## src/rtl/alr_pkg.sv

```systemverilog
`timescale 1ns / 1ps
// ----------------------------------------------------------------------------
// alr_pkg
// Shared constants, widths, state codes and the controller/datapath
// command and status bundles of the antialiased line rasterizer.
// ----------------------------------------------------------------------------
package alr_pkg;

    localparam int IMG_W = 256;
    localparam int IMG_H = 256;
    localparam int XB    = $clog2(IMG_W);
    localparam int YB    = $clog2(IMG_H);
    localparam int AW    = XB + YB;

    localparam int INW   = 20;          // input coordinate width, Q.8
    localparam int CW    = 24;          // shifted / flipped coordinate width, Q.8
    localparam int NW    = CW + 16;     // dividend width
    localparam int DCW   = $clog2(NW);  // divider step counter width
    localparam int GW    = 18;          // gradient, signed Q16
    localparam int EW    = 17;          // rounded endpoint position
    localparam int DFW   = 10;          // endpoint rounding residue
    localparam int YEW   = 34;          // endpoint intercept, Q16
    localparam int MW    = 18;          // interior major coordinate
    localparam int PRW   = GW + MW;     // intercept skip product
    localparam int ITW   = 40;          // running intercept, Q16
    localparam int PW    = 25;          // plot coordinate
    localparam int WW    = 25;          // plot weight, Q24
    localparam int CLW   = 16;          // colour channel
    localparam int CPW   = CLW + WW;    // colour times weight
    localparam int PXW   = 3 * CLW;     // stored pixel
    localparam int LCW   = 11;          // landed plot count

    localparam logic CFG_SHIFT_X = 1'b0;
    localparam logic CFG_SHIFT_Y = 1'b1;

    localparam logic FUNC_DRAW = 1'b0;
    localparam logic FUNC_READ = 1'b1;

    typedef enum logic [16:0] {
        S_CLEAR = 17'h00001,
        S_IDLE  = 17'h00002,
        S_RD    = 17'h00004,
        S_PREP1 = 17'h00008,
        S_PREP2 = 17'h00010,
        S_DIVI  = 17'h00020,
        S_DIV   = 17'h00040,
        S_EPA   = 17'h00080,
        S_EPB   = 17'h00100,
        S_PA    = 17'h00200,
        S_PB    = 17'h00400,
        S_PC    = 17'h00800,
        S_INTA  = 17'h01000,
        S_INTB  = 17'h02000,
        S_LOOP  = 17'h04000,
        S_STEP  = 17'h08000,
        S_FIN   = 17'h10000
    } t_state;

    typedef enum logic [2:0] {
        PH_E0L,
        PH_E0H,
        PH_E1L,
        PH_E1H,
        PH_IL,
        PH_IH
    } t_phase;

    typedef struct packed {
        logic cap;
        logic clr_en;
        logic rd_issue;
        logic prep1;
        logic prep2;
        logic div_init;
        logic div_step;
        logic ep_a;
        logic ep_b;
        logic ep_sel;
        logic int_a;
        logic int_b;
        logic step;
        logic plot_a;
        logic plot_b;
        logic plot_c;
        logic p_int;
        logic p_hi;
        logic res_load;
    } t_cmd;

    typedef struct packed {
        logic clr_last;
        logic div_last;
        logic loop_go;
    } t_stat;

endpackage

```

## src/rtl/alr_ctrl.sv

```systemverilog
`timescale 1ns / 1ps
// ----------------------------------------------------------------------------
// alr_ctrl
// Sequencer: clearing pass, item capture, gradient division, endpoint and
// interior plot sequencing, result hand-off.
// ----------------------------------------------------------------------------
module alr_ctrl (
    input  logic          i_clk,
    input  logic          i_rst_n,
    input  logic          i_valid,
    input  logic          i_func,
    input  logic          i_stall,
    input  alr_pkg::t_stat i_stat,
    output alr_pkg::t_cmd  o_cmd,
    output logic          o_in_stall,
    output logic          o_out_valid
);

    alr_pkg::t_state r_st, n_st;
    alr_pkg::t_phase r_ph, n_ph;
    logic            r_ovld, n_ovld;
    alr_pkg::t_cmd   w_cmd;

    always_comb begin
        w_cmd  = '0;
        n_st   = r_st;
        n_ph   = r_ph;
        case (r_st)
            alr_pkg::S_CLEAR: begin
                w_cmd.clr_en = 1'b1;
                if (i_stat.clr_last) begin
                    n_st = alr_pkg::S_IDLE;
                end
            end
            alr_pkg::S_IDLE: begin
                if (i_valid) begin
                    w_cmd.cap = 1'b1;
                    n_st = (i_func == alr_pkg::FUNC_READ) ? alr_pkg::S_RD : alr_pkg::S_PREP1;
                end
            end
            alr_pkg::S_RD: begin
                w_cmd.rd_issue = 1'b1;
                n_st = alr_pkg::S_FIN;
            end
            alr_pkg::S_PREP1: begin
                w_cmd.prep1 = 1'b1;
                n_st = alr_pkg::S_PREP2;
            end
            alr_pkg::S_PREP2: begin
                w_cmd.prep2 = 1'b1;
                n_st = alr_pkg::S_DIVI;
            end
            alr_pkg::S_DIVI: begin
                w_cmd.div_init = 1'b1;
                n_st = alr_pkg::S_DIV;
            end
            alr_pkg::S_DIV: begin
                w_cmd.div_step = 1'b1;
                if (i_stat.div_last) begin
                    n_st = alr_pkg::S_EPA;
                    n_ph = alr_pkg::PH_E0L;
                end
            end
            alr_pkg::S_EPA: begin
                w_cmd.ep_a   = 1'b1;
                w_cmd.ep_sel = (r_ph == alr_pkg::PH_E1L);
                n_st = alr_pkg::S_EPB;
            end
            alr_pkg::S_EPB: begin
                w_cmd.ep_b   = 1'b1;
                w_cmd.ep_sel = (r_ph == alr_pkg::PH_E1L);
                n_st = alr_pkg::S_PA;
            end
            alr_pkg::S_PA: begin
                w_cmd.plot_a = 1'b1;
                w_cmd.p_int  = (r_ph == alr_pkg::PH_IL) || (r_ph == alr_pkg::PH_IH);
                w_cmd.p_hi   = (r_ph == alr_pkg::PH_E0H) || (r_ph == alr_pkg::PH_E1H) ||
                               (r_ph == alr_pkg::PH_IH);
                n_st = alr_pkg::S_PB;
            end
            alr_pkg::S_PB: begin
                w_cmd.plot_b = 1'b1;
                n_st = alr_pkg::S_PC;
            end
            alr_pkg::S_PC: begin
                w_cmd.plot_c = 1'b1;
                case (r_ph)
                    alr_pkg::PH_E0L: begin
                        n_ph = alr_pkg::PH_E0H;
                        n_st = alr_pkg::S_PA;
                    end
                    alr_pkg::PH_E0H: begin
                        n_ph = alr_pkg::PH_E1L;
                        n_st = alr_pkg::S_EPA;
                    end
                    alr_pkg::PH_E1L: begin
                        n_ph = alr_pkg::PH_E1H;
                        n_st = alr_pkg::S_PA;
                    end
                    alr_pkg::PH_E1H: begin
                        n_st = alr_pkg::S_INTA;
                    end
                    alr_pkg::PH_IL: begin
                        n_ph = alr_pkg::PH_IH;
                        n_st = alr_pkg::S_PA;
                    end
                    default: begin
                        n_st = alr_pkg::S_STEP;
                    end
                endcase
            end
            alr_pkg::S_INTA: begin
                w_cmd.int_a = 1'b1;
                n_st = alr_pkg::S_INTB;
            end
            alr_pkg::S_INTB: begin
                w_cmd.int_b = 1'b1;
                n_st = alr_pkg::S_LOOP;
            end
            alr_pkg::S_LOOP: begin
                if (i_stat.loop_go) begin
                    n_ph = alr_pkg::PH_IL;
                    n_st = alr_pkg::S_PA;
                end else begin
                    n_st = alr_pkg::S_FIN;
                end
            end
            alr_pkg::S_STEP: begin
                w_cmd.step = 1'b1;
                n_st = alr_pkg::S_LOOP;
            end
            alr_pkg::S_FIN: begin
                if (!r_ovld || !i_stall) begin
                    w_cmd.res_load = 1'b1;
                    n_st = alr_pkg::S_IDLE;
                end
            end
            default: begin
                n_st = alr_pkg::S_IDLE;
            end
        endcase
        n_ovld = w_cmd.res_load ? 1'b1 : (r_ovld && i_stall);
    end

    always_ff @(posedge i_clk) begin
        if (!i_rst_n) begin
            r_st   <= alr_pkg::S_CLEAR;
            r_ph   <= alr_pkg::PH_E0L;
            r_ovld <= 1'b0;
        end else begin
            r_st   <= n_st;
            r_ph   <= n_ph;
            r_ovld <= n_ovld;
        end
    end

    assign o_cmd       = w_cmd;
    assign o_in_stall  = (r_st != alr_pkg::S_IDLE);
    assign o_out_valid = r_ovld;

    a_result_held: assert property (@(posedge i_clk) disable iff (!i_rst_n)
        r_ovld && i_stall |=> r_ovld)
        else $error("pending result dropped while stalled");

    a_div_runs: assert property (@(posedge i_clk) disable iff (!i_rst_n)
        (r_st == alr_pkg::S_DIV) && !i_stat.div_last |=> (r_st == alr_pkg::S_DIV))
        else $error("divider left before its last step");

    a_write_after_read: assert property (@(posedge i_clk) disable iff (!i_rst_n)
        (r_st == alr_pkg::S_PC) |-> $past(r_st == alr_pkg::S_PB))
        else $error("plot write without preceding read");

endmodule

```

## config.mk

```make
export PLATFORM = sky130hd
export DESIGN_NAME = alr_ctrl
export DESIGN_NICKNAME = d
export VERILOG_FILES = /design/src/rtl/alr_pkg.sv /design/src/rtl/alr_ctrl.sv
export SDC_FILE = /design/constraint.sdc
export NUM_CORES = 1
export LEC_CHECK = 0
export ABC_CLOCK_PERIOD_IN_PS = 2550
export BUFFER_PORTS_ARGS = -buffer_cell sky130_fd_sc_hd__buf_2
export CAP_MARGIN = 20
export CORE_UTILIZATION = 53
export DETAILED_ROUTE_END_ITERATION = 16
export PLACE_DENSITY = 0.79
export SLEW_MARGIN = 15
export SYNTH_ARGS = -nofsm -noshare
export SYNTH_HDL_FRONTEND = slang
export SYNTH_SLANG_ARGS = --single-unit
```

## constraint.sdc

```tcl
create_clock -name i_clk -period 2.55 [get_ports i_clk]
set_input_delay 0.51 -clock i_clk [delete_from_list [all_inputs] [get_ports i_clk]]
set_output_delay 0.51 -clock i_clk [all_outputs]
set_load 0.03 [all_outputs]
```

; ---- Word level (Yosys, flattened, before mapping)
; Cells that the tools add are included.
[classes]
n_eq_ne = 29
n_mux = 33
reduce_logical = 14
[op_table]
columns = cell, count
row1 = $pmux W17 S16, 1
row2 = $mux W17, 5
row3 = $pmux W16 S3, 1
row4 = $mux W1, 20
row5 = $eq A17 B1 Y1 const B, 1
row6 = $eq A17 B10 Y1 const B, 1
row7 = $eq A17 B11 Y1 const B, 1
row8 = $eq A17 B12 Y1 const B, 1
row9 = $eq A17 B13 Y1 const B, 1
row10 = $eq A17 B14 Y1 const B, 1
row11 = $eq A17 B15 Y1 const B, 1
row12 = $eq A17 B16 Y1 const B, 1
row13 = $eq A17 B17 Y1 const B, 1
row14 = $eq A17 B2 Y1 const B, 1
row15 = $eq A17 B3 Y1 const B, 1
row16 = $eq A17 B4 Y1 const B, 1
row17 = $eq A17 B5 Y1 const B, 1
row18 = $eq A17 B6 Y1 const B, 1
row19 = $eq A17 B7 Y1 const B, 1
row20 = $eq A17 B8 Y1 const B, 1
row21 = $eq A17 B9 Y1 const B, 1
row22 = $ne A17 B2 Y1 const B, 1
row23 = $pmux W3 S4, 1
row24 = $ne A2 B2 Y1 const B, 5
row25 = other kinds (16), 25
[totals]
reg_bits = 21
in_bits = 8
output_inout_bits = 21
wordCells = 79

; ---- Depth between registers and ports, before layout
; Gate-level depths: netlist of the first run.
[logic_depth]
word_depth = 5
ltp_mapped = 8
depth_no_buf = 6

; ---- Worst setup path after synthesis of the first run
; No wires, ideal clock.
[synth_timing]
path_kind = register to output
start = register r_st[12]
end = output port o_cmd[9] in the netlist's numbering
arrival_time_ns = 2.974
slack_ns = -0.934
stages_incl_launch_ff = 6
path_cell_list = dfxtp_1 nor4_4 nand4b_1 nor3_1 nor2_1 nor4b_1
[synth_lines]
columns = item, line
row1 = "start, declared", alr_ctrl.sv:19  ; alr_pkg::t_state r_st, n_st;
row2 = "start signal, assigned", alr_ctrl.sv:147  ; r_st <= alr_pkg::S_CLEAR;
row3 = "start signal, assigned", alr_ctrl.sv:151  ; r_st <= n_st;
row4 = "end, declared", alr_ctrl.sv:14  ; output alr_pkg::t_cmd o_cmd,

==> results of run 1 <==
## synth_stat cells
master                      number
sky130_fd_sc_hd__nand3b_1        5
sky130_fd_sc_hd__or3_1           1
sky130_fd_sc_hd__nor2b_1         1
sky130_fd_sc_hd__o2111ai_1       1
sky130_fd_sc_hd__a21oi_1         5
sky130_fd_sc_hd__nor4_1          5
sky130_fd_sc_hd__and2_1          1
sky130_fd_sc_hd__o32ai_1         1
sky130_fd_sc_hd__a221o_1         1
sky130_fd_sc_hd__clkbuf_8        1
sky130_fd_sc_hd__or4_4           1
sky130_fd_sc_hd__buf_6           2
sky130_fd_sc_hd__xor2_1          2
sky130_fd_sc_hd__nor3b_2         1
sky130_fd_sc_hd__a31oi_1         2
sky130_fd_sc_hd__nor2_1         21
sky130_fd_sc_hd__nor3_1         16
sky130_fd_sc_hd__inv_1           6
sky130_fd_sc_hd__a32oi_1         1
sky130_fd_sc_hd__or3_4           1
sky130_fd_sc_hd__clkbuf_1        3
sky130_fd_sc_hd__clkbuf_2        1
sky130_fd_sc_hd__nand2_1        15
sky130_fd_sc_hd__a211oi_1        1
sky130_fd_sc_hd__o31ai_1         2
sky130_fd_sc_hd__and2b_2         1
sky130_fd_sc_hd__or4b_4          1
sky130_fd_sc_hd__nand2b_1        4
sky130_fd_sc_hd__and3_1          2
sky130_fd_sc_hd__o21a_1          1
sky130_fd_sc_hd__or2_4           1
sky130_fd_sc_hd__nand3_1         6
sky130_fd_sc_hd__nor4_4          3
sky130_fd_sc_hd__nor4bb_1        1
sky130_fd_sc_hd__nor3b_1         2
sky130_fd_sc_hd__or2b_2          1
sky130_fd_sc_hd__dfxtp_1        21
sky130_fd_sc_hd__nand4b_1        1
sky130_fd_sc_hd__o311a_1         1
sky130_fd_sc_hd__xnor2_1         2
sky130_fd_sc_hd__o21ai_0         3
sky130_fd_sc_hd__nor4b_1         6
sky130_fd_sc_hd__mux2i_1         1
sky130_fd_sc_hd__o21bai_1        1
## area by class of cell
class                   count  area, µm²  area share, %
multi-input cells         122        945           50.3
flip-flops and latches     21        433           23.0
repair buffers             55        418           22.2
well taps                  28       35.0           1.86
clock buffers               4       26.3           1.40
inverters                   6       22.5           1.20
## sequential cells by signal, summed over array words and instances, names as in the netlist
name,count
r_st,17
r_ph,3
o_out_valid,1
## report_power, final
part	leakage (nW)	internal, mW	switching, mW	total (mW)
registers	0.174	0.331	0.0109	0.342
clock network	0.0150	0.0615	0.114	0.176
logic	0.586	0.0766	0.0970	0.174
total	0.774	0.469	0.222	0.691
## per-layer routing
| metal | global-route usage (%) | up-vias | share of wire (%) |
|---|---|---|---|
| met4 | 13.4 | 0 | 4.2 |
| met3 | 7.14 | 25 | 7.5 |
| li1 | - | 673 | - |
| met2 | 56.8 | 104 | 51 |
| met1 | 36.4 | 717 | 37 |
| met5 | 0 | - | 0 |
## per-stage QoR
stage                     setup WS [ns]  total power [mW]
after floorplan                  -0.239             0.427
after global placement            0.124             0.454
after detailed placement         0.0409             0.459
after CTS                       -0.0829             0.643
after global routing             -0.282             0.708
final                            -0.182             0.691
## repair_timing
item,in CTS,in global routing
setup endpoints to repair,12,16
buffers inserted,11,8
pin swaps,14,13
gates resized for setup,33,32
## worst max-delay path, delay by kind of cell, from the launching register on
family | cells | cell delay, ns
buffers and inverters | 2 | 0.38
AND/OR/NAND/NOR | 4 | 1.16
flip-flops | 1 | 0.37
## cells by family (layout without fill, tap and decap cells)
kind of cell	after synthesis	after routing	synth area share, %
buffers and inverters	13	65	5.90
XOR/XNOR	4	4	2.75
flip-flops	21	21	33.0
multiplexers	1	1	0.787
AND/OR/NAND/NOR	97	97	46.8
AO/OA/AOI/OAI	20	20	10.7
## worst max-delay path by stage
stage          startpoint   endpoint  slack, ns
2_1_floorplan    r_st[12]   o_cmd[9]      -0.24
3_3_place_gp      r_st[2]  o_cmd[18]       0.12
3_5_place_dp     r_st[13]  o_cmd[13]       0.04
4_1_cts          r_st[11]  o_cmd[13]      -0.08
5_1_grt          r_st[11]   o_cmd[6]      -0.28
6_report         r_st[11]   o_cmd[6]      -0.18
==> out/metrics.json, run 1 <==
{
  "syn_avg_cell_area": {"value": 8.16, "unit": "µm²"},
  "mostFrequentLayoutCells": {"value": "sky130_fd_sc_hd__buf_4 (31), sky130_fd_sc_hd__nor2_1 (17), sky130_fd_sc_hd__dfxtp_1 (15)"},
  "ctsLongestPathBuffers": {"value": 2},
  "setup_viol_count_final": {"value": 10},
  "layout_min_cycle_time": {"value": 2.73, "unit": "ns"},
  "placement_rows": {"value": 17},
  "timing.setup.tns": {"value": -1.02, "unit": "ns"},
  "path_cells": {"value": "nor4_4, nand3b_1, buf_4, or3_4, nor4b_2, buf_4"},
  "placed_area": {"value": 1500, "unit": "µm²"},
  "die_width": {"value": 51, "unit": "µm"},
  "irDropWorstVdd": {"value": 0.000426, "unit": "V"},
  "worstSetupStartpointType": {"value": "register"},
  "violations_in_the_final_reports": {"value": "negative setup slack"},
  "placed_cells_incl_taps": {"value": 214},
  "register_to_register_setup_slack": {"value": 0.36, "unit": "ns"},
  "cp_data_arrival_time": {"value": 2.22, "unit": "ns"},
  "reg2reg_from": {"value": "r_st[11]"},
  "final_hold_viol_count": {"value": 0},
  "final_report_max_slew_violation_count": {"value": 0},
  "num_antenna_cells": {"value": 0},
  "timing.max_slew.rel_slack": {"value": 55.0, "unit": "%"},
  "syn_area": {"value": 1270, "unit": "µm²"},
  "hp-start": {"value": "i_func"},
  "drtAntennaViolNets": {"value": 0},
  "antenna_found_initial": {"value": 0},
  "final.setup_skew": {"value": 0.0150, "unit": "ns"},
  "achievable-frequency": {"value": 366, "unit": "MHz"},
  "synth_area_leader_cell": {"value": "sky130_fd_sc_hd__dfxtp_1"},
  "synth.yosys.seq_area_share": {"value": 33.0, "unit": "%"},
  "post_synth_inst_count": {"value": 156},
  "critPathMaxFanout": {"value": 6},
  "yosys.area.top_type_share": {"value": 33.0, "unit": "%"},
  "initial_core_util": {"value": 57.0, "unit": "%"},
  "finish.utilization": {"value": 84.1, "unit": "%"},
  "final.fill_count": {"value": 143},
  "cts-buffers-inserted": {"value": 3},
  "detailedRoute.firstPassIterationCount": {"value": 5},
  "worst_tran_pin_value": {"value": 0.665, "unit": "ns"},
  "whs_path_depth": {"value": 2},
  "post_synth_num_cell_types": {"value": 44},
  "maxCapViolations": {"value": 0},
  "overflow": {"value": 0},
  "totalWireLength": {"value": 4480, "unit": "µm"},
  "most_frequent_standard_cell_in_the_layout_excluding_fill_and_tap_cells": {"value": "sky130_fd_sc_hd__buf_4"},
  "gp_congestion": {"value": 0.884},
  "cp_common_cell": {"value": "sky130_fd_sc_hd__buf_4"},
  "num-nets-final": {"value": 217},
  "clock_insertion_delay_worst_skew": {"value": 0.33, "unit": "ns"},
  "remaining_drc_errors": {"value": 0},
  "io_pins": {"value": 29},
  "rsz0062_at_grt": {"value": "true"},
  "grt_pass1_wl": {"value": 6270, "unit": "µm"},
  "grt_util_all_layers": {"value": 32.0, "unit": "%"},
  "cts-hold-fix-buffers": {"value": 0},
  "detail_route.iter0.violations": {"value": 76},
  "route.detailed.vias_per_inst": {"value": 6.44},
  "crit_path_end_kind": {"value": "primary output"},
  "postSynthRegisterBits": {"value": 21},
  "outcome": {"value": "complete, but fails checks"},
  "setup_slack": {"value": -0.182, "unit": "ns"},
  "mappedNetlistNets": {"value": 164},
  "design.die.area": {"value": 2600, "unit": "µm²"},
  "htree_num_levels": {"value": 1},
  "cts_num_sinks": {"value": 21},
  "post_layout_nonfiller_instances": {"value": 236},
  "worst-setup-path-type": {"value": "reg2out"},
  "layout.cell_area.non_filler": {"value": 1880, "unit": "µm²"},
  "tritoncts_clock_tree": {"value": "yes"},
  "flow.area_growth_from_synthesis": {"value": 47.7, "unit": "%"},
  "worst_hold_path.endpoint": {"value": "r_st[3]"},
  "min_path_type": {"value": "in2reg"},
  "portBuffers": {"value": 28},
  "hold_slack": {"value": 0.350, "unit": "ns"},
  "worst_path_largest_cell_delay": {"value": 0.39, "unit": "ns"},
  "largest_net_degree_at_the_start_of_global_routing": {"value": 13},
  "dr_total_vias": {"value": 1519},
  "worst_case_reg_to_reg_path_depth": {"value": 7},
  "power_density": {"value": 368, "unit": "nW/µm²"},
  "clk_transition_reported_paths": {"value": 0.13, "unit": "ns"},
  "ys_top_cells_by_area": {"value": "sky130_fd_sc_hd__dfxtp_1 (33%), sky130_fd_sc_hd__nor3_1 (6.3%), sky130_fd_sc_hd__nor2_1 (6.2%)"},
  "grt_pass1_vias": {"value": 1387},
  "timing.final.crit_share": {"value": 107, "unit": "%"},
  "route.detailed.wl_per_inst": {"value": 19.0, "unit": "µm"},
  "cp_slowest_cell": {"value": "sky130_fd_sc_hd__or3_4"},
  "core": {"value": 2230, "unit": "µm²"},
  "die_height": {"value": 51, "unit": "µm"},
  "ctsRootBufferMaster": {"value": "sky130_fd_sc_hd__clkbuf_4"},
  "layout-drive-gt1-share": {"value": 46.6, "unit": "%"},
  "synth_warnings": {"value": 0},
  "p_leak": {"value": 0.774, "unit": "nW"},
  "dpl.hpwl": {"value": 2350, "unit": "µm"},
  "endpoint_of_the_lowest_slack_register_to_register_path": {"value": "r_ph[1]"},
  "critPathRequiredTime": {"value": 2.04, "unit": "ns"}
}
(Power assumes the default switching activity.)
==> run 2, diff against run 1 <==
--- a/config.mk
+++ b/config.mk
@@ -8,9 +8,12 @@
 export ABC_CLOCK_PERIOD_IN_PS = 2550
 export BUFFER_PORTS_ARGS = -buffer_cell sky130_fd_sc_hd__buf_2
 export CAP_MARGIN = 20
-export CORE_UTILIZATION = 53
+export CELL_PAD_IN_SITES_DETAIL_PLACEMENT = 2
+export CELL_PAD_IN_SITES_GLOBAL_PLACEMENT = 2
+export CORE_ASPECT_RATIO = 1.25
+export CORE_UTILIZATION = 30
 export DETAILED_ROUTE_END_ITERATION = 16
-export PLACE_DENSITY = 0.79
+export PLACE_DENSITY_LB_ADDON = 0.1
 export SLEW_MARGIN = 15
 export SYNTH_ARGS = -nofsm -noshare
 export SYNTH_HDL_FRONTEND = slang
==> run 2 against run 1 <==
Compared with the run above: the run still ends with negative setup slack left; power rose by 4.3%; cell count rose by 10%; global-route usage is 9.1 points lower; flip-flop and latch count is the same; clock skew down 0.0071 ns; via count fell by 7.8%; design area decreased by 0.87%; largest cell class unchanged; highest routed layer unchanged.
==> out/metrics.json, run 2 (synthesized netlist as in run 1, its figures left out) <==
{
  "outcome": {"value": "complete, but fails checks"},
  "violations_in_the_final_reports": {"value": "negative setup slack"},
  "clk_transition_reported_paths": {"value": 0.09, "unit": "ns", "change": "-0.04 ns"},
  "overflow": {"value": 0, "change": "unchanged"},
  "largest_register_ffs": {"value": 17, "change": "unchanged"},
  "cp_slowest_cell": {"value": "sky130_fd_sc_hd__dfxtp_4"},
  "timing.critical_path.buf_inv": {"value": 1, "change": "-1"},
  "final.fill_count": {"value": 470, "change": "+230%"},
  "placed_cells_incl_taps": {"value": 244, "change": "+14%"},
  "worst_case_reg_to_reg_path_depth": {"value": 7, "change": "unchanged"},
  "tritoncts_clock_tree": {"value": "yes"},
  "final.setup_skew": {"value": 0.00792, "unit": "ns", "change": "-0.00707 ns"},
  "path_cells": {"value": "nor4_4, nand3b_1, or2_4, or3_4, nor3b_4, buf_6"},
  "remaining_drc_errors": {"value": 0, "change": "unchanged"},
  "route.detailed.wl_per_inst": {"value": 18.8, "unit": "µm", "change": "-1.0%"},
  "critPathMaxFanout": {"value": 6, "change": "unchanged"},
  "hold_slack": {"value": 0.436, "unit": "ns", "change": "+0.0863 ns"},
  "mostFrequentLayoutCells": {"value": "sky130_fd_sc_hd__buf_4 (29), sky130_fd_sc_hd__buf_2 (17), sky130_fd_sc_hd__dfxtp_1 (17)"},
  "power_density": {"value": 387, "unit": "nW/µm²", "change": "+5.2%"},
  "die_width": {"value": 60.3, "unit": "µm", "change": "+18%"},
  "worst_path_largest_cell_delay": {"value": 0.37, "unit": "ns", "change": "-0.02 ns"},
  "maxCapViolations": {"value": 0, "change": "unchanged"},
  "ctsRootBufferMaster": {"value": "sky130_fd_sc_hd__clkbuf_8"},
  "achievable-frequency": {"value": 379, "unit": "MHz", "change": "+3.5%"},
  "register_to_register_setup_slack": {"value": 0.23, "unit": "ns", "change": "-0.13 ns"},
  "hp-start": {"value": "i_func"},
  "most_frequent_standard_cell_in_the_layout_excluding_fill_and_tap_cells": {"value": "sky130_fd_sc_hd__buf_4"},
  "timing.max_slew.rel_slack": {"value": 60.5, "unit": "%", "change": "+5.5 points"},
  "cp_top_delay_family": {"value": "simple AND/OR/NAND/NOR gates"},
  "detailedRoute.firstPassIterationCount": {"value": 4, "change": "-1"},
  "worstSetupStartpointType": {"value": "register"},
  "fin_total_pwr": {"value": 0.721, "unit": "mW", "change": "+4.3%"},
  "grt_pass1_vias": {"value": 1504, "change": "+8.4%"},
  "num_antenna_cells": {"value": 0, "change": "unchanged"},
  "num-nets-final": {"value": 213, "change": "-1.8%"},
  "ctsLongestPathBuffers": {"value": 2, "change": "unchanged"},
  "core": {"value": 4070, "unit": "µm²", "change": "+82%"},
  "cts_num_sinks": {"value": 21, "change": "unchanged"},
  "setup_viol_count_final": {"value": 7, "change": "-3"},
  "dr_total_vias": {"value": 1400, "change": "-7.8%"},
  "layout-drive-gt1-share": {"value": 45.1, "unit": "%", "change": "-1.5 points"},
  "flow.area_growth_from_synthesis": {"value": 46.4, "unit": "%"},
  "endpoint_of_the_lowest_slack_register_to_register_path": {"value": "r_st[1]"},
  "route.detailed.vias_per_inst": {"value": 5.38, "change": "-16%"},
  "crit_path_end_kind": {"value": "primary output"},
  "setup_slack": {"value": -0.0904, "unit": "ns", "change": "+0.0914 ns"},
  "initial_core_util": {"value": 31.3, "unit": "%", "change": "-26 points"},
  "p_leak": {"value": 0.757, "unit": "nW", "change": "-2.3%"},
  "final_report_max_slew_violation_count": {"value": 0, "change": "unchanged"},
  "clock_insertion_delay_worst_skew": {"value": 0.27, "unit": "ns", "change": "-0.06 ns"},
  "portBuffers": {"value": 28, "change": "unchanged"},
  "antenna_found_initial": {"value": 0, "change": "unchanged"},
  "grt_pass1_wl": {"value": 7570, "unit": "µm", "change": "+21%"},
  "rsz0062_at_grt": {"value": "true"},
  "die_height": {"value": 74.8, "unit": "µm", "change": "+47%"},
  "worst-setup-path-type": {"value": "reg2out"},
  "detailedPlace.worstSlack": {"value": -0.0310, "unit": "ns", "change": "-0.0719 ns"},
  "detail_route.iter0.violations": {"value": 65, "change": "-14%"},
  "gp_congestion": {"value": 0.757, "change": "-14%"},
  "worst_tran_pin_value": {"value": 0.584, "unit": "ns", "change": "-0.0813 ns"},
  "design.die.area": {"value": 4510, "unit": "µm²", "change": "+73%"},
  "dpl.hpwl": {"value": 3470, "unit": "µm", "change": "+48%"},
  "io_pins": {"value": 29, "change": "unchanged"},
  "post_layout_nonfiller_instances": {"value": 260, "change": "+10%"},
  "drtAntennaViolNets": {"value": 0, "change": "unchanged"},
  "final_hold_viol_count": {"value": 0, "change": "unchanged"},
  "min_path_type": {"value": "in2reg"},
  "totalWireLength": {"value": 4890, "unit": "µm", "change": "+9.0%"},
  "cp_data_arrival_time": {"value": 2.13, "unit": "ns", "change": "-0.09 ns"},
  "worst_hold_path.endpoint": {"value": "r_st[3]"},
  "irDropWorstVdd": {"value": 0.000157, "unit": "V", "change": "-63%"},
  "grt_util_all_layers": {"value": 22.9, "unit": "%", "change": "-9.1 points"},
  "largest_net_degree_at_the_start_of_global_routing": {"value": 13, "change": "unchanged"},
  "cts-buffers-inserted": {"value": 3, "change": "unchanged"},
  "max_flop_register": {"value": "r_st"},
  "timing.final.crit_share": {"value": 104, "unit": "%", "change": "-3.6 points"},
  "layout_min_cycle_time": {"value": 2.64, "unit": "ns", "change": "-0.0914 ns"},
  "whs_path_depth": {"value": 2, "change": "unchanged"},
  "critPathRequiredTime": {"value": 2.04, "unit": "ns", "change": "about the same"},
  "htree_num_levels": {"value": 1, "change": "unchanged"},
  "placement_rows": {"value": 26, "change": "+9"},
  "reg2reg_from": {"value": "r_st[5]"}
}
[run 2: per-stage QoR]
stage                     cell area (µm²)  util [%]  TNS (ns)
after global placement               1550      38.1         0
after global routing                 1860      45.8    -0.893
final                                1860      45.8    -0.283
after detailed placement             1550      38.1   -0.0798
after CTS                            1780      43.9    -0.195
after floorplan                      1310         -    -0.263
[run 2: area by class of cell]
cell class,count,area [µm²],area share (%)
clock buffers,4,45.0,2.42
inverters,6,22.5,1.21
multi-input cells,122,940,50.4
flip-flops and latches,21,430,23.1
well taps,56,70.1,3.76
repair buffers,51,355,19.1
[run 2: how the worst max path moves through the flow]
stage | start | end | slack (ns) | cells after the start
after floorplan | r_st[12] | o_cmd[9] | -0.24 | 5
after global placement | r_st[8] | o_cmd[13] | 0.07 | 6
after detailed placement | r_st[2] | o_cmd[2] | -0.03 | 6
after CTS | r_st[7] | o_cmd[13] | -0.07 | 6
after global routing | r_st[12] | o_cmd[13] | -0.15 | 6
final | r_st[9] | o_cmd[13] | -0.09 | 6
[run 2: where the power goes]
group          switching (mW)  internal, mW  total, mW
logic                  0.0877        0.0579      0.146
clock network           0.122         0.112      0.234
registers              0.0106         0.331      0.341
total                   0.220         0.500      0.721
[run 2: worst reg2reg max path: cells and delay by family, from the launching register on]
family | cells | cell delay [ns]
and+or+nand+nor | 5 | 1.57
DFF | 1 | 0.35
buffers and inverters | 1 | 0.18
AOI/OAI and AO/OA | 1 | 0.12
[run 2: routing by layer]
metal	up-vias	share of wire [%]	track usage, %
met5	-	0	0
met4	0	0.94	6.20
met3	5	1.5	1.55
met2	25	56	43.5
met1	707	41	27.1
li1	663	-	-
[run 2: what timing repair did]
item                                    4_1_cts  5_1_grt
pin swaps                                    10        8
resized for setup                            31       18
endpoints found under the setup margin       13       14
hold buffers                                  0        0
setup buffers                                10        2
